<file path="src/hdl/vptb_pkg.sv">
// ----------------------------------------------------------------------------
// Virtual periodic timer bank package
// Shared widths, operation and status codes, controller states, the command
// and status bundles between controller and datapath, and a helper function.
// ----------------------------------------------------------------------------
package vptb_pkg;

    localparam int DEF_SLOTS       = 8;
    localparam int DEF_MAX_SYS_POW = 13;

    localparam int OP_W           = 3;
    localparam int SLOT_FIELD_W   = 3;
    localparam int RATE_W         = 32;
    localparam int STAT_W         = 2;
    localparam int POW_W          = 4;
    localparam int MASK_W         = 8;
    localparam int CFG_W          = 4;
    localparam int CFG_IDX_W      = 1;
    localparam int RATE_CODE_BASE = 16;

    localparam logic [CFG_IDX_W-1:0] CFG_DEFAULT_POW = 1'b0;
    localparam logic [CFG_IDX_W-1:0] CFG_MAX_POW     = 1'b1;

    localparam logic [CFG_W-1:0] DEFAULT_POW_RST = 4'd1;
    localparam logic [CFG_W-1:0] MAX_POW_RST     = 4'd10;
    localparam logic [POW_W-1:0] SHARED_POW_RST  = 4'd1;

    typedef enum logic [OP_W-1:0] {
        OP_OPEN     = 3'd0,
        OP_CLOSE    = 3'd1,
        OP_SET_RATE = 3'd2,
        OP_TICK     = 3'd3,
        OP_POLL     = 3'd4
    } op_t;

    typedef enum logic [STAT_W-1:0] {
        STAT_OK       = 2'd0,
        STAT_BAD_RATE = 2'd1,
        STAT_NO_SLOT  = 2'd2,
        STAT_NOT_OPEN = 2'd3
    } stat_t;

    typedef enum logic [3:0] {
        S_IDLE,
        S_DECODE,
        S_FIND,
        S_OPEN_WR,
        S_CHECK,
        S_MAX_SCAN,
        S_TAKE,
        S_RECOMP,
        S_TICK_SCAN,
        S_POLL_RD,
        S_POLL_WR,
        S_DONE
    } state_t;

    typedef enum logic [1:0] {
        SCAN_MAX,
        SCAN_RECOMP,
        SCAN_TICK
    } scan_kind_t;

    typedef struct packed {
        logic       load_item;
        logic       set_status;
        stat_t      status_code;
        logic       find_step;
        logic       scan_clr;
        logic       scan_run;
        scan_kind_t scan_kind;
        logic       apply;
        logic       open_write;
        logic       close_write;
        logic       take_best;
        logic       poll_write;
        logic       out_load;
    } ctl_cmd_t;

    typedef struct packed {
        logic [OP_W-1:0] op;
        logic            slot_open;
        logic            find_full;
        logic            find_hit;
        logic            raise;
        logic            rate_bad;
        logic            scan_done;
        logic            best_any;
        logic            out_free;
    } dp_stat_t;

    function automatic logic [POW_W-1:0] clamp_pow(input logic [POW_W-1:0] p,
                                                   input logic [POW_W-1:0] hi);
        logic [POW_W-1:0] r;
        r = p;
        if (p < 4'd1)
        begin
            r = 4'd1;
        end
        else if (p > hi)
        begin
            r = hi;
        end
        return r;
    endfunction

endpackage

</file>
<file path="src/hdl/vptb_ctrl.sv">
// ----------------------------------------------------------------------------
// Virtual periodic timer bank controller
// Sequences each operation through decode, slot scans, memory writes and the
// hand-off of the result to the output register.
// ----------------------------------------------------------------------------
module vptb_ctrl (
    input  logic               clk,
    input  logic               rst_n,
    input  logic               in_valid,
    output logic               in_ready,
    input  vptb_pkg::dp_stat_t dp_stat,
    output vptb_pkg::ctl_cmd_t cmd
);

    vptb_pkg::state_t state_reg;
    vptb_pkg::state_t state_next;

    always_ff @(posedge clk or negedge rst_n)
    begin
        if (!rst_n)
        begin
            state_reg <= vptb_pkg::S_IDLE;
        end
        else
        begin
            state_reg <= state_next;
        end
    end

    always_comb
    begin
        state_next = state_reg;
        case (state_reg)
            vptb_pkg::S_IDLE:
            begin
                if (in_valid)
                begin
                    state_next = vptb_pkg::S_DECODE;
                end
            end
            vptb_pkg::S_DECODE:
            begin
                case (dp_stat.op)
                    vptb_pkg::OP_OPEN:
                    begin
                        state_next = vptb_pkg::S_FIND;
                    end
                    vptb_pkg::OP_CLOSE:
                    begin
                        state_next = dp_stat.slot_open ? vptb_pkg::S_MAX_SCAN
                                                       : vptb_pkg::S_DONE;
                    end
                    vptb_pkg::OP_SET_RATE:
                    begin
                        state_next = dp_stat.slot_open ? vptb_pkg::S_CHECK
                                                       : vptb_pkg::S_DONE;
                    end
                    vptb_pkg::OP_TICK:
                    begin
                        state_next = vptb_pkg::S_TICK_SCAN;
                    end
                    vptb_pkg::OP_POLL:
                    begin
                        state_next = dp_stat.slot_open ? vptb_pkg::S_POLL_RD
                                                       : vptb_pkg::S_DONE;
                    end
                    default:
                    begin
                        state_next = vptb_pkg::S_DONE;
                    end
                endcase
            end
            vptb_pkg::S_FIND:
            begin
                if (dp_stat.find_full)
                begin
                    state_next = vptb_pkg::S_DONE;
                end
                else if (dp_stat.find_hit)
                begin
                    state_next = vptb_pkg::S_OPEN_WR;
                end
            end
            vptb_pkg::S_OPEN_WR:
            begin
                state_next = dp_stat.raise ? vptb_pkg::S_RECOMP : vptb_pkg::S_DONE;
            end
            vptb_pkg::S_CHECK:
            begin
                if (!dp_stat.rate_bad && dp_stat.raise)
                begin
                    state_next = vptb_pkg::S_RECOMP;
                end
                else
                begin
                    state_next = vptb_pkg::S_DONE;
                end
            end
            vptb_pkg::S_MAX_SCAN:
            begin
                if (dp_stat.scan_done)
                begin
                    state_next = vptb_pkg::S_TAKE;
                end
            end
            vptb_pkg::S_TAKE:
            begin
                state_next = dp_stat.best_any ? vptb_pkg::S_RECOMP : vptb_pkg::S_DONE;
            end
            vptb_pkg::S_RECOMP,
            vptb_pkg::S_TICK_SCAN:
            begin
                if (dp_stat.scan_done)
                begin
                    state_next = vptb_pkg::S_DONE;
                end
            end
            vptb_pkg::S_POLL_RD:
            begin
                state_next = vptb_pkg::S_POLL_WR;
            end
            vptb_pkg::S_POLL_WR:
            begin
                state_next = vptb_pkg::S_DONE;
            end
            vptb_pkg::S_DONE:
            begin
                if (dp_stat.out_free)
                begin
                    state_next = vptb_pkg::S_IDLE;
                end
            end
            default:
            begin
                state_next = vptb_pkg::S_IDLE;
            end
        endcase
    end

    always_comb
    begin
        cmd             = '0;
        cmd.status_code = vptb_pkg::STAT_OK;
        cmd.scan_kind   = vptb_pkg::SCAN_TICK;
        in_ready        = 1'b0;
        case (state_reg)
            vptb_pkg::S_IDLE:
            begin
                in_ready      = 1'b1;
                cmd.load_item = in_valid;
            end
            vptb_pkg::S_DECODE:
            begin
                case (dp_stat.op)
                    vptb_pkg::OP_OPEN,
                    vptb_pkg::OP_TICK:
                    begin
                        cmd.scan_clr = 1'b1;
                    end
                    vptb_pkg::OP_CLOSE:
                    begin
                        if (dp_stat.slot_open)
                        begin
                            cmd.close_write = 1'b1;
                            cmd.scan_clr    = 1'b1;
                        end
                        else
                        begin
                            cmd.set_status  = 1'b1;
                            cmd.status_code = vptb_pkg::STAT_NOT_OPEN;
                        end
                    end
                    vptb_pkg::OP_SET_RATE,
                    vptb_pkg::OP_POLL:
                    begin
                        if (!dp_stat.slot_open)
                        begin
                            cmd.set_status  = 1'b1;
                            cmd.status_code = vptb_pkg::STAT_NOT_OPEN;
                        end
                    end
                    default:
                    begin
                        cmd.set_status = 1'b0;
                    end
                endcase
            end
            vptb_pkg::S_FIND:
            begin
                if (dp_stat.find_full)
                begin
                    cmd.set_status  = 1'b1;
                    cmd.status_code = vptb_pkg::STAT_NO_SLOT;
                end
                else if (!dp_stat.find_hit)
                begin
                    cmd.find_step = 1'b1;
                end
            end
            vptb_pkg::S_OPEN_WR:
            begin
                cmd.apply      = 1'b1;
                cmd.open_write = 1'b1;
                cmd.scan_clr   = 1'b1;
            end
            vptb_pkg::S_CHECK:
            begin
                if (dp_stat.rate_bad)
                begin
                    cmd.set_status  = 1'b1;
                    cmd.status_code = vptb_pkg::STAT_BAD_RATE;
                end
                else
                begin
                    cmd.apply    = 1'b1;
                    cmd.scan_clr = 1'b1;
                end
            end
            vptb_pkg::S_MAX_SCAN:
            begin
                cmd.scan_run  = 1'b1;
                cmd.scan_kind = vptb_pkg::SCAN_MAX;
            end
            vptb_pkg::S_TAKE:
            begin
                if (dp_stat.best_any)
                begin
                    cmd.take_best = 1'b1;
                    cmd.scan_clr  = 1'b1;
                end
            end
            vptb_pkg::S_RECOMP:
            begin
                cmd.scan_run  = 1'b1;
                cmd.scan_kind = vptb_pkg::SCAN_RECOMP;
            end
            vptb_pkg::S_TICK_SCAN:
            begin
                cmd.scan_run  = 1'b1;
                cmd.scan_kind = vptb_pkg::SCAN_TICK;
            end
            vptb_pkg::S_POLL_WR:
            begin
                cmd.poll_write = 1'b1;
            end
            vptb_pkg::S_DONE:
            begin
                cmd.out_load = dp_stat.out_free;
            end
            default:
            begin
                in_ready = 1'b0;
            end
        endcase
    end

endmodule

</file>
<file path="src/hdl/vptb_datapath.sv">
// ----------------------------------------------------------------------------
// Virtual periodic timer bank datapath
// Holds the item, the configuration, the open bits, the per-slot memories,
// the shared rate, the slot scan pipeline and the output register.
// ----------------------------------------------------------------------------
module vptb_datapath #(
    parameter int SLOTS       = vptb_pkg::DEF_SLOTS,
    parameter int MAX_SYS_POW = vptb_pkg::DEF_MAX_SYS_POW
) (
    input  logic                                 clk,
    input  logic                                 rst_n,
    input  logic [vptb_pkg::OP_W-1:0]            operation,
    input  logic [vptb_pkg::SLOT_FIELD_W-1:0]    slot,
    input  logic [vptb_pkg::RATE_W-1:0]          rate_value,
    input  logic                                 cfg_wen,
    input  logic [vptb_pkg::CFG_IDX_W-1:0]       cfg_index,
    input  logic [vptb_pkg::CFG_W-1:0]           cfg_wdata,
    input  logic                                 out_ready,
    input  vptb_pkg::ctl_cmd_t                   cmd,
    output vptb_pkg::dp_stat_t                   dp_stat,
    output logic                                 out_valid,
    output logic [vptb_pkg::STAT_W-1:0]          status,
    output logic [vptb_pkg::SLOT_FIELD_W-1:0]    granted_slot,
    output logic                                 ready_res,
    output logic [vptb_pkg::MASK_W-1:0]          expired_mask,
    output logic [vptb_pkg::POW_W-1:0]           system_rate_pow,
    output logic [vptb_pkg::POW_W-1:0]           hw_rate_code
);

    localparam int SLOT_W = (SLOTS > 1) ? $clog2(SLOTS) : 1;
    localparam int IDX_W  = $clog2(SLOTS + 1);
    localparam int CNT_W  = MAX_SYS_POW + 1;
    localparam int POW_W  = vptb_pkg::POW_W;
    localparam int MASK_W = vptb_pkg::MASK_W;
    localparam int RATE_W = vptb_pkg::RATE_W;
    localparam logic [POW_W-1:0] POW_HI = POW_W'(MAX_SYS_POW);

    logic [vptb_pkg::OP_W-1:0]         op_reg;
    logic [vptb_pkg::SLOT_FIELD_W-1:0] slot_reg;
    logic [RATE_W-1:0]                 rate_reg;

    logic [vptb_pkg::CFG_W-1:0] def_pow_reg, def_pow_next;
    logic [vptb_pkg::CFG_W-1:0] max_pow_reg, max_pow_next;

    logic [SLOTS-1:0]  open_reg, open_next;
    logic [POW_W-1:0]  shared_reg, shared_next;
    logic [IDX_W-1:0]  idx_reg, idx_next;
    logic              proc_valid_reg, proc_valid_next;
    logic [SLOT_W-1:0] proc_idx_reg, proc_idx_next;
    logic [POW_W-1:0]  best_reg, best_next;
    logic              best_any_reg, best_any_next;

    vptb_pkg::stat_t                   status_reg, status_next;
    logic [vptb_pkg::SLOT_FIELD_W-1:0] granted_reg, granted_next;
    logic                              ready_reg, ready_next;
    logic [MASK_W-1:0]                 mask_reg, mask_next;

    logic                              out_valid_reg, out_valid_next;
    vptb_pkg::stat_t                   out_status_reg;
    logic [vptb_pkg::SLOT_FIELD_W-1:0] out_granted_reg;
    logic                              out_ready_res_reg;
    logic [MASK_W-1:0]                 out_mask_reg;
    logic [POW_W-1:0]                  out_pow_reg;
    logic [POW_W-1:0]                  out_code_reg;

    logic [POW_W-1:0] pow_mem   [SLOTS];
    logic [POW_W-1:0] ratio_mem [SLOTS];
    logic [CNT_W-1:0] cnt_mem   [SLOTS];
    logic [POW_W-1:0] rd_pow_reg;
    logic [POW_W-1:0] rd_ratio_reg;
    logic [CNT_W-1:0] rd_cnt_reg;

    logic              pow_we, ratio_we, cnt_we;
    logic [SLOT_W-1:0] pow_waddr, ratio_waddr, cnt_waddr, rd_addr;
    logic [POW_W-1:0]  pow_wdata, ratio_wdata;
    logic [CNT_W-1:0]  cnt_wdata;

    logic [7:0]        slot_wide;
    logic [SLOT_W-1:0] slot_idx;
    logic              slot_in_range;
    logic              slot_open;
    logic [SLOT_W-1:0] idx_lo;
    logic              idx_below;
    logic              is_open_op;
    logic [4:0]        p_rate;
    logic [RATE_W-1:0] rate_minus;
    logic              rate_bad;
    logic [POW_W-1:0]  lim;
    logic [POW_W-1:0]  def_clamped;
    logic [POW_W-1:0]  apply_val;
    logic              raise;
    logic [SLOT_W-1:0] tgt;
    logic              proc_en;
    logic              proc_open;
    logic [7:0]        proc_wide;
    logic [7:0]        tgt_wide;
    logic              cnt_neg;
    logic              tick_dec;
    logic              poll_hit;
    logic [CNT_W-1:0]  reload;
    logic [4:0]        code_wide;

    assign slot_wide     = 8'(slot_reg);
    assign slot_idx      = slot_wide[SLOT_W-1:0];
    assign slot_in_range = slot_wide < 8'(SLOTS);
    assign slot_open     = slot_in_range && open_reg[slot_idx];
    assign idx_lo        = idx_reg[SLOT_W-1:0];
    assign idx_below     = idx_reg < IDX_W'(SLOTS);
    assign is_open_op    = (op_reg == vptb_pkg::OP_OPEN);

    always_comb
    begin
        p_rate = '0;
        for (int i = 0; i < RATE_W; i++)
        begin
            if (rate_reg[i])
            begin
                p_rate = p_rate | 5'(i);
            end
        end
    end

    assign rate_minus  = rate_reg - 32'd1;
    assign lim         = vptb_pkg::clamp_pow(max_pow_reg, POW_HI);
    assign def_clamped = vptb_pkg::clamp_pow(def_pow_reg, POW_HI);
    assign rate_bad    = (rate_reg < 32'd2) || ((rate_reg & rate_minus) != '0)
                         || (p_rate > {1'b0, lim});
    assign apply_val   = is_open_op ? def_clamped : p_rate[POW_W-1:0];
    assign raise       = apply_val > shared_reg;
    assign tgt         = is_open_op ? idx_lo : slot_idx;
    assign tgt_wide    = 8'(tgt);

    assign proc_en   = cmd.scan_run && proc_valid_reg;
    assign proc_open = open_reg[proc_idx_reg];
    assign proc_wide = 8'(proc_idx_reg);
    assign cnt_neg   = rd_cnt_reg[CNT_W-1];
    assign tick_dec  = proc_en && (cmd.scan_kind == vptb_pkg::SCAN_TICK) && proc_open
                       && !cnt_neg;
    assign poll_hit  = cmd.poll_write && cnt_neg;
    assign reload    = CNT_W'(1) << rd_ratio_reg;
    assign rd_addr   = cmd.scan_run ? idx_lo : slot_idx;

    always_comb
    begin
        pow_we      = cmd.apply;
        pow_waddr   = tgt;
        pow_wdata   = apply_val;
        ratio_we    = 1'b0;
        ratio_waddr = tgt;
        ratio_wdata = shared_reg - apply_val;
        cnt_we      = 1'b0;
        cnt_waddr   = tgt;
        cnt_wdata   = '0;
        if (cmd.apply && !raise)
        begin
            ratio_we = 1'b1;
        end
        else if (proc_en && (cmd.scan_kind == vptb_pkg::SCAN_RECOMP) && proc_open)
        begin
            ratio_we    = 1'b1;
            ratio_waddr = proc_idx_reg;
            ratio_wdata = shared_reg - rd_pow_reg;
        end
        if (cmd.apply && cmd.open_write)
        begin
            cnt_we = 1'b1;
        end
        else if (tick_dec)
        begin
            cnt_we    = 1'b1;
            cnt_waddr = proc_idx_reg;
            cnt_wdata = rd_cnt_reg - CNT_W'(1);
        end
        else if (poll_hit)
        begin
            cnt_we    = 1'b1;
            cnt_waddr = slot_idx;
            cnt_wdata = reload;
        end
    end

    always_ff @(posedge clk)
    begin
        if (pow_we)
        begin
            pow_mem[pow_waddr] <= pow_wdata;
        end
        if (ratio_we)
        begin
            ratio_mem[ratio_waddr] <= ratio_wdata;
        end
        if (cnt_we)
        begin
            cnt_mem[cnt_waddr] <= cnt_wdata;
        end
        rd_pow_reg   <= pow_mem[rd_addr];
        rd_ratio_reg <= ratio_mem[rd_addr];
        rd_cnt_reg   <= cnt_mem[rd_addr];
    end

    always_ff @(posedge clk)
    begin
        if (cmd.load_item)
        begin
            op_reg   <= operation;
            slot_reg <= slot;
            rate_reg <= rate_value;
        end
    end

    always_comb
    begin
        def_pow_next = def_pow_reg;
        max_pow_next = max_pow_reg;
        if (cfg_wen)
        begin
            case (cfg_index)
                vptb_pkg::CFG_DEFAULT_POW:
                begin
                    def_pow_next = cfg_wdata;
                end
                vptb_pkg::CFG_MAX_POW:
                begin
                    max_pow_next = cfg_wdata;
                end
                default:
                begin
                    def_pow_next = def_pow_reg;
                end
            endcase
        end
    end

    always_comb
    begin
        open_next = open_reg;
        if (cmd.close_write)
        begin
            open_next[slot_idx] = 1'b0;
        end
        if (cmd.apply && cmd.open_write)
        begin
            open_next[tgt] = 1'b1;
        end

        shared_next = shared_reg;
        if (cmd.apply && raise)
        begin
            shared_next = apply_val;
        end
        else if (cmd.take_best)
        begin
            shared_next = best_reg;
        end

        idx_next        = idx_reg;
        proc_valid_next = cmd.scan_run && idx_below;
        proc_idx_next   = idx_lo;
        if (cmd.scan_clr)
        begin
            idx_next = '0;
        end
        else if (cmd.find_step || (cmd.scan_run && idx_below))
        begin
            idx_next = idx_reg + IDX_W'(1);
        end

        best_next     = best_reg;
        best_any_next = best_any_reg;
        if (cmd.scan_clr)
        begin
            best_next     = '0;
            best_any_next = 1'b0;
        end
        else if (proc_en && (cmd.scan_kind == vptb_pkg::SCAN_MAX) && proc_open)
        begin
            best_any_next = 1'b1;
            if (rd_pow_reg > best_reg)
            begin
                best_next = rd_pow_reg;
            end
        end
    end

    always_comb
    begin
        status_next  = status_reg;
        granted_next = granted_reg;
        ready_next   = ready_reg;
        mask_next    = mask_reg;
        if (cmd.load_item)
        begin
            status_next  = vptb_pkg::STAT_OK;
            granted_next = '0;
            ready_next   = 1'b0;
            mask_next    = '0;
        end
        else
        begin
            if (cmd.set_status)
            begin
                status_next = cmd.status_code;
            end
            if (cmd.apply && cmd.open_write)
            begin
                granted_next = tgt_wide[vptb_pkg::SLOT_FIELD_W-1:0];
            end
            if (poll_hit)
            begin
                ready_next = 1'b1;
            end
            if (tick_dec && (rd_cnt_reg == '0) && (proc_wide < 8'(MASK_W)))
            begin
                mask_next[proc_wide[2:0]] = 1'b1;
            end
        end
    end

    assign code_wide = 5'(vptb_pkg::RATE_CODE_BASE) - {1'b0, shared_reg};

    always_comb
    begin
        out_valid_next = out_valid_reg;
        if (cmd.out_load)
        begin
            out_valid_next = 1'b1;
        end
        else if (out_ready)
        begin
            out_valid_next = 1'b0;
        end
    end

    always_ff @(posedge clk)
    begin
        if (cmd.out_load)
        begin
            out_status_reg    <= status_reg;
            out_granted_reg   <= granted_reg;
            out_ready_res_reg <= ready_reg;
            out_mask_reg      <= mask_reg;
            out_pow_reg       <= shared_reg;
            out_code_reg      <= code_wide[POW_W-1:0];
        end
    end

    always_ff @(posedge clk or negedge rst_n)
    begin
        if (!rst_n)
        begin
            def_pow_reg    <= vptb_pkg::DEFAULT_POW_RST;
            max_pow_reg    <= vptb_pkg::MAX_POW_RST;
            open_reg       <= '0;
            shared_reg     <= vptb_pkg::SHARED_POW_RST;
            idx_reg        <= '0;
            proc_valid_reg <= 1'b0;
            proc_idx_reg   <= '0;
            best_reg       <= '0;
            best_any_reg   <= 1'b0;
            status_reg     <= vptb_pkg::STAT_OK;
            granted_reg    <= '0;
            ready_reg      <= 1'b0;
            mask_reg       <= '0;
            out_valid_reg  <= 1'b0;
        end
        else
        begin
            def_pow_reg    <= def_pow_next;
            max_pow_reg    <= max_pow_next;
            open_reg       <= open_next;
            shared_reg     <= shared_next;
            idx_reg        <= idx_next;
            proc_valid_reg <= proc_valid_next;
            proc_idx_reg   <= proc_idx_next;
            best_reg       <= best_next;
            best_any_reg   <= best_any_next;
            status_reg     <= status_next;
            granted_reg    <= granted_next;
            ready_reg      <= ready_next;
            mask_reg       <= mask_next;
            out_valid_reg  <= out_valid_next;
        end
    end

    always_comb
    begin
        dp_stat           = '0;
        dp_stat.op        = op_reg;
        dp_stat.slot_open = slot_open;
        dp_stat.find_full = (idx_reg == IDX_W'(SLOTS));
        dp_stat.find_hit  = idx_below && !open_reg[idx_lo];
        dp_stat.raise     = raise;
        dp_stat.rate_bad  = rate_bad;
        dp_stat.scan_done = !idx_below;
        dp_stat.best_any  = best_any_reg;
        dp_stat.out_free  = !out_valid_reg || out_ready;
    end

    assign out_valid       = out_valid_reg;
    assign status          = out_status_reg;
    assign granted_slot    = out_granted_reg;
    assign ready_res       = out_ready_res_reg;
    assign expired_mask    = out_mask_reg;
    assign system_rate_pow = out_pow_reg;
    assign hw_rate_code    = out_code_reg;

endmodule

</file>
<file path="src/hdl/virtual_periodic_timer_bank.sv">
// ----------------------------------------------------------------------------
// Virtual periodic timer bank
// Shares one power-of-two periodic tick source among SLOTS client slots.
// ----------------------------------------------------------------------------
// Each input transfer carries one operation (open, close, set rate, tick or
// poll) and produces exactly one result transfer with the status, the granted
// slot, the poll flag, the tick expiry mask and the shared rate.
// The block works on one operation at a time. A tick walks every slot; a
// close runs a maximum pass over the slots, and an open, close or set rate
// that moves the shared rate then runs a ratio pass. The tick, maximum and
// ratio passes walk the slot memories one slot per cycle through a single
// read port. The input is ready again in the cycle in which the result
// becomes valid, so a new operation cannot start until the previous result
// is valid.
// The output register holds a result until it is taken; while the receiver
// stalls with a result pending, the next result waits inside the block.
// Configuration writes take effect at once; the user must make them while idle, as the block does not enforce it.
// Reset closes all slots, sets the shared exponent to one and restores the
// configuration defaults; the slot memories need no clearing pass.
// ----------------------------------------------------------------------------
module virtual_periodic_timer_bank #(
    parameter int SLOTS       = vptb_pkg::DEF_SLOTS,
    parameter int MAX_SYS_POW = vptb_pkg::DEF_MAX_SYS_POW
) (
    input  logic                                 clk,
    input  logic                                 rst_n,
    input  logic                                 in_valid,
    output logic                                 in_ready,
    input  logic [vptb_pkg::OP_W-1:0]            operation,
    input  logic [vptb_pkg::SLOT_FIELD_W-1:0]    slot,
    input  logic [vptb_pkg::RATE_W-1:0]          rate_value,
    output logic                                 out_valid,
    input  logic                                 out_ready,
    output logic [vptb_pkg::STAT_W-1:0]          status,
    output logic [vptb_pkg::SLOT_FIELD_W-1:0]    granted_slot,
    output logic                                 ready_res,
    output logic [vptb_pkg::MASK_W-1:0]          expired_mask,
    output logic [vptb_pkg::POW_W-1:0]           system_rate_pow,
    output logic [vptb_pkg::POW_W-1:0]           hw_rate_code,
    input  logic                                 cfg_wen,
    input  logic [vptb_pkg::CFG_IDX_W-1:0]       cfg_index,
    input  logic [vptb_pkg::CFG_W-1:0]           cfg_wdata
);

    vptb_pkg::ctl_cmd_t cmd;
    vptb_pkg::dp_stat_t dp_stat;

    vptb_ctrl u_ctrl (
        .clk      (clk),
        .rst_n    (rst_n),
        .in_valid (in_valid),
        .in_ready (in_ready),
        .dp_stat  (dp_stat),
        .cmd      (cmd)
    );

    vptb_datapath #(
        .SLOTS       (SLOTS),
        .MAX_SYS_POW (MAX_SYS_POW)
    ) u_datapath (
        .clk             (clk),
        .rst_n           (rst_n),
        .operation       (operation),
        .slot            (slot),
        .rate_value      (rate_value),
        .cfg_wen         (cfg_wen),
        .cfg_index       (cfg_index),
        .cfg_wdata       (cfg_wdata),
        .out_ready       (out_ready),
        .cmd             (cmd),
        .dp_stat         (dp_stat),
        .out_valid       (out_valid),
        .status          (status),
        .granted_slot    (granted_slot),
        .ready_res       (ready_res),
        .expired_mask    (expired_mask),
        .system_rate_pow (system_rate_pow),
        .hw_rate_code    (hw_rate_code)
    );

`ifndef SYNTHESIS
    a_one_at_a_time: assert property (@(posedge clk) disable iff (!rst_n)
        (in_valid && in_ready) |=> !in_ready)
        else $error("input accepted again while an operation is in progress");

    a_rate_in_range: assert property (@(posedge clk) disable iff (!rst_n)
        out_valid |-> (system_rate_pow >= 4'd1)
                      && (system_rate_pow <= vptb_pkg::POW_W'(MAX_SYS_POW)))
        else $error("shared rate exponent out of range");

    a_fail_is_quiet: assert property (@(posedge clk) disable iff (!rst_n)
        (out_valid && (status != vptb_pkg::STAT_OK))
            |-> ((expired_mask == '0) && !ready_res && (granted_slot == '0)))
        else $error("failed operation reports side results");

    a_tick_only_mask: assert property (@(posedge clk) disable iff (!rst_n)
        (out_valid && (expired_mask != '0)) |-> (!ready_res && (granted_slot == '0)))
        else $error("expiry mask reported together with other results");
`endif

endmodule
</file>
<file path="config.mk">
export PLATFORM = sky130hd
export DESIGN_NAME = virtual_periodic_timer_bank
export DESIGN_NICKNAME = d
export VERILOG_FILES = /design/src/hdl/vptb_pkg.sv /design/src/hdl/vptb_ctrl.sv /design/src/hdl/vptb_datapath.sv /design/src/hdl/virtual_periodic_timer_bank.sv
export SDC_FILE = /design/constraint.sdc
export NUM_CORES = 1
export LEC_CHECK = 0
export BUFFER_PORTS_ARGS = -buffer_cell sky130_fd_sc_hd__buf_4
export CAP_MARGIN = 15
export CORE_MARGIN = 10
export CORE_UTILIZATION = 61
export DETAILED_ROUTE_END_ITERATION = 8
export GPL_ROUTABILITY_DRIVEN = 1
export GPL_TIMING_DRIVEN = 0
export PLACE_DENSITY = 0.8
export SYNTH_ARGS = -nofsm -noshare
export SYNTH_HDL_FRONTEND = slang
export SYNTH_HIERARCHICAL = 1
export SYNTH_SLANG_ARGS = --single-unit
export TNS_END_PERCENT = 100
</file>
<file path="constraint.sdc">
create_clock -name clk -period 8 [get_ports clk]
set_input_delay 0.8 -clock clk [delete_from_list [all_inputs] [get_ports clk]]
set_output_delay 0.8 -clock clk [all_outputs]
set_load 0.02 [all_outputs]
</file>
; ---- Word-level counts from Yosys, hierarchy flattened
; Memories as Yosys holds them, arrays and structs flattened. A register that Yosys moved wholly into a read port is not among the register bits.
; Cells that the tools add are included.
; Widths: inputs -> output; s select.
[word_totals]
register_bits = 112
ramBits = 176
output_inout_bits = 24
elab_cells = 318
mem_count = 3
[op_classes]
n_addsub = 6
n_lt_le_gt_ge = 18
n_eq_ne = 25
n_shift = 1
n_mux = 185
bitwise = 5
reduce_logical = 51
[mem_list]
columns = memory, depth, width, read_ports, rd_ports_with_merged_regs, write_ports, line
row1 = u_datapath.cnt_mem, 8, 14, 1, 1, 1, vptb_datapath.sv:68  ; logic [CNT_W-1:0] cnt_mem [SLOTS];
row2 = u_datapath.pow_mem, 8, 4, 1, 1, 1, vptb_datapath.sv:66  ; logic [POW_W-1:0] pow_mem [SLOTS];
row3 = u_datapath.ratio_mem, 8, 4, 1, 1, 1, vptb_datapath.sv:67  ; logic [POW_W-1:0] ratio_mem [SLOTS];
[ops]
columns = op, count
row1 = $mux 4, 54
row2 = $mux 14, 6
row3 = $mux 3, 27
row4 = $mux 5, 16
row5 = $mux 1, 55
row6 = $pmux 4 s11, 1
row7 = $mux 8, 5
row8 = $and 32x32->32, 1
row9 = $lt 32x2->1 const B, 1
row10 = $reduce_bool 32->1, 1
row11 = $sub 32x1->32 const B, 1
row12 = $lt 3x4->1 const B, 6
row13 = $logic_and 1x1->1, 21
row14 = $eq 4x4->1 const B, 5
row15 = $pmux 4 s5, 1
row16 = $pmux 3 s3, 2
row17 = $reduce_bool 2->1, 9
row18 = $eq 4x3->1 const B, 4
row19 = $or 8x8->8, 2
row20 = $logic_not 14->1, 1
row21 = $mux 2, 7
row22 = $shl 1x4->14 const A, 1
row23 = $sub 14x1->14 const B, 1
row24 = $bmux 1 s3, 3
row25 = other kinds (33), 60

; ---- Logic depth before layout (Yosys ltp)
; Gate-level depths: netlist of the first run.
[logic_depth]
ltp_word = 43
mapped_depth = 18

; ---- By module
; The synthesis of the first run kept the hierarchy.
[by_module_without_submodules]
columns = mod, instances, cells_each, area_each_um2
row1 = vptb_datapath, 1, 828, 12996.2
row2 = vptb_ctrl, 1, 92, 666.9

; ---- Worst setup path after synthesis of the first run
; OpenSTA, ideal clock, no wires.
[synth_timing]
path_kind = register to register
startpoint = register u_datapath.rate_reg[22]
endpoint = memory u_datapath/cnt_mem[6][0] (netlist bit), enable pin
setup_ns = 0.403
t_arrival_ns = 5.131
t_required_ns = 7.597
setup_slack_ns = 2.466
stages_incl_launch_ff = 18
n_path_buf = 2
cell_sequence = edfxtp_1 -> or4_1 -> nor4_1 -> nand2_1 -> ha_1 -> a21oi_1 -> o221ai_1 -> a221o_1 -> nor4b_1 -> nand4_1 -> buf_4 -> or4b_1 -> a21oi_2 -> and2_1 -> clkbuf_1 -> or3_4 -> a31oi_1 -> nor3_1
[synth_rtl]
columns = element, line
row1 = "start, declared", vptb_datapath.sv:40  ; logic [RATE_W-1:0] rate_reg;
row2 = "start signal, assigned", vptb_datapath.sv:207  ; rate_reg <= rate_value;
row3 = "end, declared", vptb_datapath.sv:68

==> results of run 1 <==
## critical path, cell delays in order (launching register included)
cell	delay (ns)
edfxtp_1	0.43
or4_1	0.57
nor4_1	0.33
nand2_1	0.14
ha_1	0.38
a21oi_1	0.14
o221ai_1	0.13
a221o_1	0.31
nor4b_1	0.35
nand4_1	0.22
buf_4	0.22
or4b_1	0.48
a21oi_2	0.44
and2_1	0.20
clkbuf_1	0.30
or3_4	0.22
a31oi_1	0.23
nor3_2	0.70
buf_8	0.24
## synth_stat cells, drive strengths merged, types with 4 or more instances
cell type,n,area [um2]
and3,4,25.02
nor4,14,87.58
or3,6,42.54
nor3,29,145.1
a22oi,9,67.56
clkbuf,25,103.9
or2b,8,70.07
a211oi,6,57.56
mux2i,24,240.2
nand3,12,60.06
o22ai,13,81.33
nor2b,8,50.05
or4b,4,43.79
mux2,36,405.4
or4,10,82.58
dfrtp,48,1201
nand2,39,146.4
a21o,5,37.54
buf,12,87.58
o21ai,32,160.1
dfstp,4,105.1
nand2b,16,100.1
xor2,8,70.07
mux4,49,1104
nor2,52,195.2
a21oi,19,98.85
nand4,11,68.82
dfxtp,22,440.4
o32ai,4,35.03
edfxtp,235,7057
and2,4,25.02
o31ai,11,82.58
ha,19,237.7
xnor2,13,113.9
a31oi,5,31.28
inv,46,172.7
nand3b,6,45.04
## metrics by stage
step	utilization (%)	hold slack, ns	power, mW	cells	worst slack [ns]
floorplan	-	0.3519	3.130	920	2.466
global placement	66.25	0.3555	3.487	1271	0.6350
detailed placement	67.04	0.3610	3.552	1281	1.812
CTS	71.88	0.3054	5.031	1339	1.749
global route	71.91	0.3146	5.258	1340	1.437
finish	71.91	0.2861	5.021	1340	1.676
## routing by layer
metal | GRT usage, % | share of wire (%)
met1 | 27.19 | 41
met3 | 4.140 | 8.1
met4 | 5.647 | 2.3
met2 | 34.28 | 49
met5 | 0 | 0
## report_power, final
| part | switching (mW) | total [mW] | leakage, nW | internal, mW |
|---|---|---|---|---|
| clock network | 0.596 | 1.48 | 0.525 | 0.882 |
| registers | 0.177 | 2.23 | 2.90 | 2.05 |
| logic | 0.743 | 1.31 | 2.09 | 0.571 |
| total | 1.52 | 5.02 | 5.52 | 3.51 |
## final cells by class
class,count,area [um2]
clock buffers,41,853.3
fillers,1353,6167
clock inverters,17,209.0
well taps,280,350.3
inverters,46,172.7
multi-input cells,527,4533
flip-flops and latches,309,8803
repair buffers,82,669.4
plain buffers,38,200.2
## worst max path at each step
stage                                end  slack, ns  cells after the start
2_1_floorplan   u_datapath/cnt_mem[6][0]       2.47                     17
3_3_place_gp    u_datapath/cnt_mem[5][6]       0.63                     18
3_5_place_dp    u_datapath/cnt_mem[3][7]       1.81                     18
4_1_cts        u_datapath/cnt_mem[3][11]       1.75                     18
5_1_grt        u_datapath/cnt_mem[6][12]       1.44                     18
6_report       u_datapath/cnt_mem[6][12]       1.68                     18
## cell families after synthesis
family                     after synthesis  synth area share, %
AOI/OAI and AO/OA                      138                7.015
xor gates and xnor gates                21                1.346
adders and majority gates               24                2.253
buffers and inverters                   84                2.729
DFF                                    309                64.43
muxes                                  109                12.80
and+or+nand+nor                        235                9.423
==> metrics.md, run 1 <==
| Metric | Value |
|---|---|
| Status | complete, no violations |
| Cell area after synthesis | approximately 14000 um2 |
| Final wirelength | 29590 um |
| Register area share after synthesis | between 60 and 70% |
| Area Overhead vs Synth | 15.58% |
| Largest net degree at the start of global routing | 53 |
| Synth Instances | 920 |
| Asr flop ratio synth | 16.83% |
| Source of the critical timing path | u_datapath/rate_reg[22] |
| DRC Markers | 0 |
| GR Overflow Total | 0 |
| Flop2flop setup slack | roughly 1.7 ns |
| # setup viols final | 0 |
| Syn Nets | 989 |
| Commonest non-fill, non-tap cell in the layout | edfxtp_1 |
| Antenna-violating nets left | 0 |
| Final-report max-slew violation count | 0 |
| # Post-CTS Setup Buffers | 0 |
| Post-DP HPWL | around 21000 um |
| First drt pass iteration count | 5 |
| CP Launch Type | flip-flop |
| Nets | 1104 |
| CTS root buf | clkbuf_16 |
| Library cells used by synthesis | 80 |
| Post-layout min period | approximately 6.3 ns |
| Design Area, Final | roughly 16000 um2 |
| Global-route wire length before repair | 46910 um |
| Clock-pin slew on the worst setup and hold paths | approximately 0.060 ns |
| Cts repair resizes | 0 |
| Final Hold Viols | 0 |
| Per-cell routed wire length | about 22 um |
| Power Dens Cells | roughly 320 nW/um2 |
| Seq cells post-synth | 309 |
| Initial core utilization | 62.22% |
| Maximum capacitance violations | 0 |
| Setup crit end kind | flip-flop |
| Tightest Hold Check Type | in2async |
| Initial drt markers | roughly 810 |
| Final setup TNS | 0 ns |
| Die area | between 20000 and 30000 um2 |
| Largest Register | u_datapath/cnt_mem |
| Via count of the first global-routing pass | 8600 |
| Actual slew at the worst max-slew pin | roughly 1.2 ns |
| Number of CTS-inserted buffers | 31 |
| FF-to-FF End | u_datapath/cnt_mem[6][12] |
| Core Rows | 54 |
| Die H | between 150 and 200 um |
| Maximum VDD drop | 0.1736 mV |
| Hold_buf cts | 0 |
| Relative slew margins | between 15 and 20% |
| Commonest non-fill, non-tap cells in the layout | 235 x edfxtp_1, 78 x buf_4, 52 x nor2_1, 49 x mux4_2, 48 x dfrtp_1 |
| # IOs | 72 |
| Final Cycle Share | 79.05% |
| Crit Reg-Reg Startpoint | u_datapath/rate_reg[22] |
| Syn. warnings | 6 |
| Initial antenna violation count | 0 |
| All-layer global routing usage | 20.61% |
| RSZ-0062 raised after global routing | no |
| CP required | between 8 and 9 ns |
| Clock sinks | 309 |
| Pleak | approximately 5.5 nW |
| Post-synth top flop | edfxtp_1 |
| Max FFs per register | 112 |
| Clk_skew | around 0.018 ns |
| Port Buffers | between 70 and 80 |
| Placed inst area | around 15000 um2 |
| Crit path max fanout | 9 |
| Setup Crit Path Kind | reg2reg |
| Clk_lat worst skew | roughly 0.56 ns |
| Core area | approximately 22000 um2 |
| N_diodes | 0 |
| H-tree Lvls | 1 |
| Clock buffer depth | 3 |
| CP arrival | around 6.6 ns |
| Worst Reg2Reg Path Length in Cells | 18 |
| TritonCTS clock tree | yes |
| Number of synthesized flops with an enable pin | around 240 |
| Die span in x | between 150 and 200 um |
| Synthesized area per cell | between 10 and 15 um2 |
| Share of post-route cells with drive strength above 1 | 25.19% |
| Via count | approximately 8500 |
| Fmax | 158.1 MHz |
| Vias/cell | 6.313 |
| Routability cong. | between 0.8 and 0.9 |
Power figures use the tool's default switching activity.
==> run 2, diff against run 1 <==
Settings changed: ABC_AREA from default to 1, CORE_UTILIZATION 61 to 55, PLACE_DENSITY 0.8 to 0.76.
Clock period 8 ns to 5.1 ns, I/O delays scaled along.
==> run 2 against run 1 <==
Compared with the run above: clock skew hardly changed; critical endpoint is now u_datapath/cnt_mem[3][10]; fmax is 31% higher; worst setup slack worse by 1.4 ns; highest routed layer unchanged; largest power group unchanged; global-route usage is 0.61 points lower.
==> metrics.md, run 2 <==
| Metric | Value |
|---|---|
| Syn Nets | 1446 (+46%) |
| Final-report max-slew violation count | 0 (unchanged) |
| Per-cell routed wire length | 18.35 um (-17%) |
| Crit path max fanout | 10 (+1) |
| Commonest non-fill, non-tap cells in the layout | 235 x edfxtp_1, 201 x nand2_1, 192 x nor2_1, 158 x inv_1, 157 x o21ai_0 |
| RSZ-0062 raised after global routing | yes |
| Synthesized area per cell | 10.24 um2 (-31%) |
| Die area | 32430 um2 (+13%) |
| Final WS setup | 0.2792 ns (-1.397 ns) |
| Post-synth top cells | 235 x edfxtp_1, 201 x nand2_1, 200 x nor2_1 |
| N_diodes | 0 (unchanged) |
| Clock sinks | 309 (unchanged) |
| Post-layout min period | 4.821 ns (-1.503 ns) |
| All-layer global routing usage | 20.00% (-0.61 points) |
| # IOs | 72 (unchanged) |
| Antenna-violating nets left | 0 (unchanged) |
| Largest Register | u_datapath/cnt_mem |
| Max FFs per register | 112 (unchanged) |
| CP required | 5.37 ns (-2.90 ns) |
| FF-to-FF End | u_datapath/cnt_mem[3][10] |
| Fmax | 207.4 MHz (+31%) |
| Seq cells post-synth | 309 (unchanged) |
| Global-route wire length before repair | 53160 um (+13%) |
| Syn. warnings | 6 (unchanged) |
| Clock-pin slew on the worst setup and hold paths | 0.06 ns (about the same) |
| Hold Crit Depth | 1 |
| Worst Setup EP | u_datapath/cnt_mem[3][10] |
| H-tree Lvls | 1 (unchanged) |
| Initial antenna violation count | 0 (unchanged) |
| CTS root buf | clkbuf_16 |
| Initial core utilization | 55.98% (-6.2 points) |
| Via count of the first global-routing pass | 10141 (+18%) |
| Final Core Density | 64.70% (-7.2 points) |
| Via count | 10404 (+23%) |
| Crit Reg-Reg Startpoint | u_datapath/rate_reg[19] |
| Cell area after synthesis | 14100 um2 (+3.2%) |
| Pleak | 6.587 nW (+19%) |
| DRC Markers | 0 (unchanged) |
| Setup crit end kind | flip-flop |
| # setup viols final | 0 (unchanged) |
| Synth top area cells | edfxtp_1 50%, dfrtp_1 8.5%, o21ai_0 5.6%, nand2_1 5.4%, nor2_1 5.3% |
| Source of the critical timing path | u_datapath/rate_reg[19] |
| Final wirelength | 33850 um (+14%) |
| # Post-CTS Setup Buffers | 0 (unchanged) |
| Share of post-route cells with drive strength above 1 | 16.04% (-9.1 points) |
| Top-count cell post-synth | edfxtp_1 |
| Core Rows | 58 (+7.4%) |
| Worst Reg2Reg Path Length in Cells | 21 (+3) |
| Initial drt markers | 1065 (+32%) |
| Actual slew at the worst max-slew pin | 0.9693 ns (-0.2246 ns) |
| Setup Crit Path Kind | reg2reg |
| Flop2flop setup slack | 0.28 ns (-1.40 ns) |
| Register area share after synthesis | 62.45% (-2.0 points) |
| Status | complete, no violations |
| Maximum capacitance violations | 0 (unchanged) |
| Area leader, netlist | edfxtp_1 |
| Commonest non-fill, non-tap cell in the layout | edfxtp_1 |
| GR Overflow Total | 0 (unchanged) |
| Final Hold Viols | 0 (unchanged) |
| Power Dens Cells | 519.4 nW/um2 (+63%) |
| Largest net degree at the start of global routing | 53 (unchanged) |
| First drt pass iteration count | 6 (+1) |
| Die span in x | 180.1 um (+6.1%) |
| Area Overhead vs Synth | 15.59% (about the same) |
| Post-synth top flop | edfxtp_1 |
| Routability cong. | 0.9299 (+5.5%) |
| CP Launch Type | flip-flop |
| Synth Instances | 1377 (+50%) |
| Nets | 1559 (+41%) |
| Worst hold slack | 0.1066 ns (-0.1795 ns) |
| Number of synthesized flops with an enable pin | 235 (unchanged) |
| Relative slew margins | 34.99% (+17 points) |
| Number of CTS-inserted buffers | 31 (unchanged) |
| Final Cycle Share | 94.53% (+15 points) |
| Die H | 180.1 um (+6.1%) |
| Port Buffers | 71 (unchanged) |
| Clock buffer depth | 3 (unchanged) |
| Core area | 25180 um2 (+15%) |
| Post-DP HPWL | 24230 um (+16%) |
| Asr flop ratio synth | 16.83% (unchanged) |
| Vias/cell | 5.639 (-11%) |
| Tightest Hold Check Type | in2reg |
| Library cells used by synthesis | 52 (-35%) |
| Maximum VDD drop | 0.3298 mV (+90%) |
| Post-Place Cells | 1786 (+39%) |
| Clk_lat worst skew | 0.59 ns (+0.03 ns) |
| CP arrival | 5.10 ns (-1.49 ns) |
| Area share of the largest cell type after synthesis | 50.06% (-1.6 points) |
| Final setup TNS | 0 ns (unchanged) |
| Final Non-Filler Cells | 1845 (+38%) |
| TritonCTS clock tree | yes |
| Clk_skew | 0.01711 ns (-0.0004215 ns) |
| Min-delay src | operation[2] |
| Pre-CTS setup slack | -0.1273 ns (-1.939 ns) |
## run 2: cell count changes after synthesis, moves of 22 or more
cell     change
nand2_1    +162
nor2_1     +148
o21ai_0    +129
inv_1      +114
mux4_2      -49
nand3_1     +36
o22ai_1     +34
a21oi_1     +30
mux2i_1     -22
## run 2: worst min path at each step
stage / endpoint
2_1_floorplan: u_ctrl/state_reg[0]
3_3_place_gp: u_datapath/expired_mask[0]
3_5_place_dp: u_datapath/expired_mask[6]
4_1_cts: u_datapath/op_reg[0]
5_1_grt: u_datapath/op_reg[1]
6_report: u_datapath/op_reg[2]
## run 2: cell type report
type / instances / area (um2)
Sequential cell: 309 / 8803
Inverter: 170 / 641.9
Timing Repair Buffer: 80 / 621.8
Fill cell: 1948 / 8889
Buffer: 40 / 220.2
Clock buffer: 35 / 820.8
Clock inverter: 23 / 280.3
Multi-Input combinational cell: 858 / 4492
Tap cell: 330 / 412.9
## run 2: where the power goes
part | internal [mW] | total (mW) | switching, mW
combinational | 0.871 | 2.62 | 1.75
clock | 1.42 | 2.41 | 0.988
sequential | 3.17 | 3.43 | 0.267
## run 2: cells by family after synthesis
family,after synthesis,share of synthesized area (%)
adder cells (fa/ha/maj),21,1.971
buffers and inverters,210,6.116
XOR/XNOR,13,0.8077
flip-flops,309,62.45
AO/OA/AOI/OAI,281,10.94
AND/OR/NAND/NOR,519,15.82
multiplexers,24,1.900
## run 2: per-stage QoR
stage | total power, mW | cell area [um2]
6_report | 8.463 | 16290
5_1_grt | 8.928 | 16290
4_1_cts | 8.453 | 16270
3_5_place_dp | 6.029 | 15140
3_3_place_gp | 5.916 | 15040
2_1_floorplan | 5.185 | 14100
## run 2: layer usage
| layer | GRT usage (%) | vias to the layer above | part of all wire [%] |
|---|---|---|---|
| li1 | - | 4945 | - |
| met1 | 27.45 | 4971 | 43 |
| met2 | 32.17 | 428 | 47 |
| met3 | 3.072 | 60 | 7.2 |
| met4 | 6.168 | 0 | 2.4 |
| met5 | 0 | - | 0 |
## run 2: worst max-delay path, cell delays in order (launching register included)
cell,delay (ns)
edfxtp_1,0.42
inv_1,0.14
nand2_1,0.07
nor4_1,0.33
nand2_1,0.15
ha_1,0.33
a21oi_1,0.15
o21ai_0,0.08
o21ai_0,0.09
nand2_1,0.08
nor2_1,0.10
nand2_1,0.06
nor2_1,0.09
nand2_1,0.12
buf_4,0.17
o22ai_2,0.29
nand2_1,0.29
clkbuf_1,0.34
nand3_2,0.17
nand3_1,0.29
nor2_2,0.44
buf_4,0.29
## run 2: repair_timing
item	CTS	global route
hold buffers	1	0
setup endpoints to repair	88	94
endpoints found under the hold margin	41	0
resized for setup	4	8
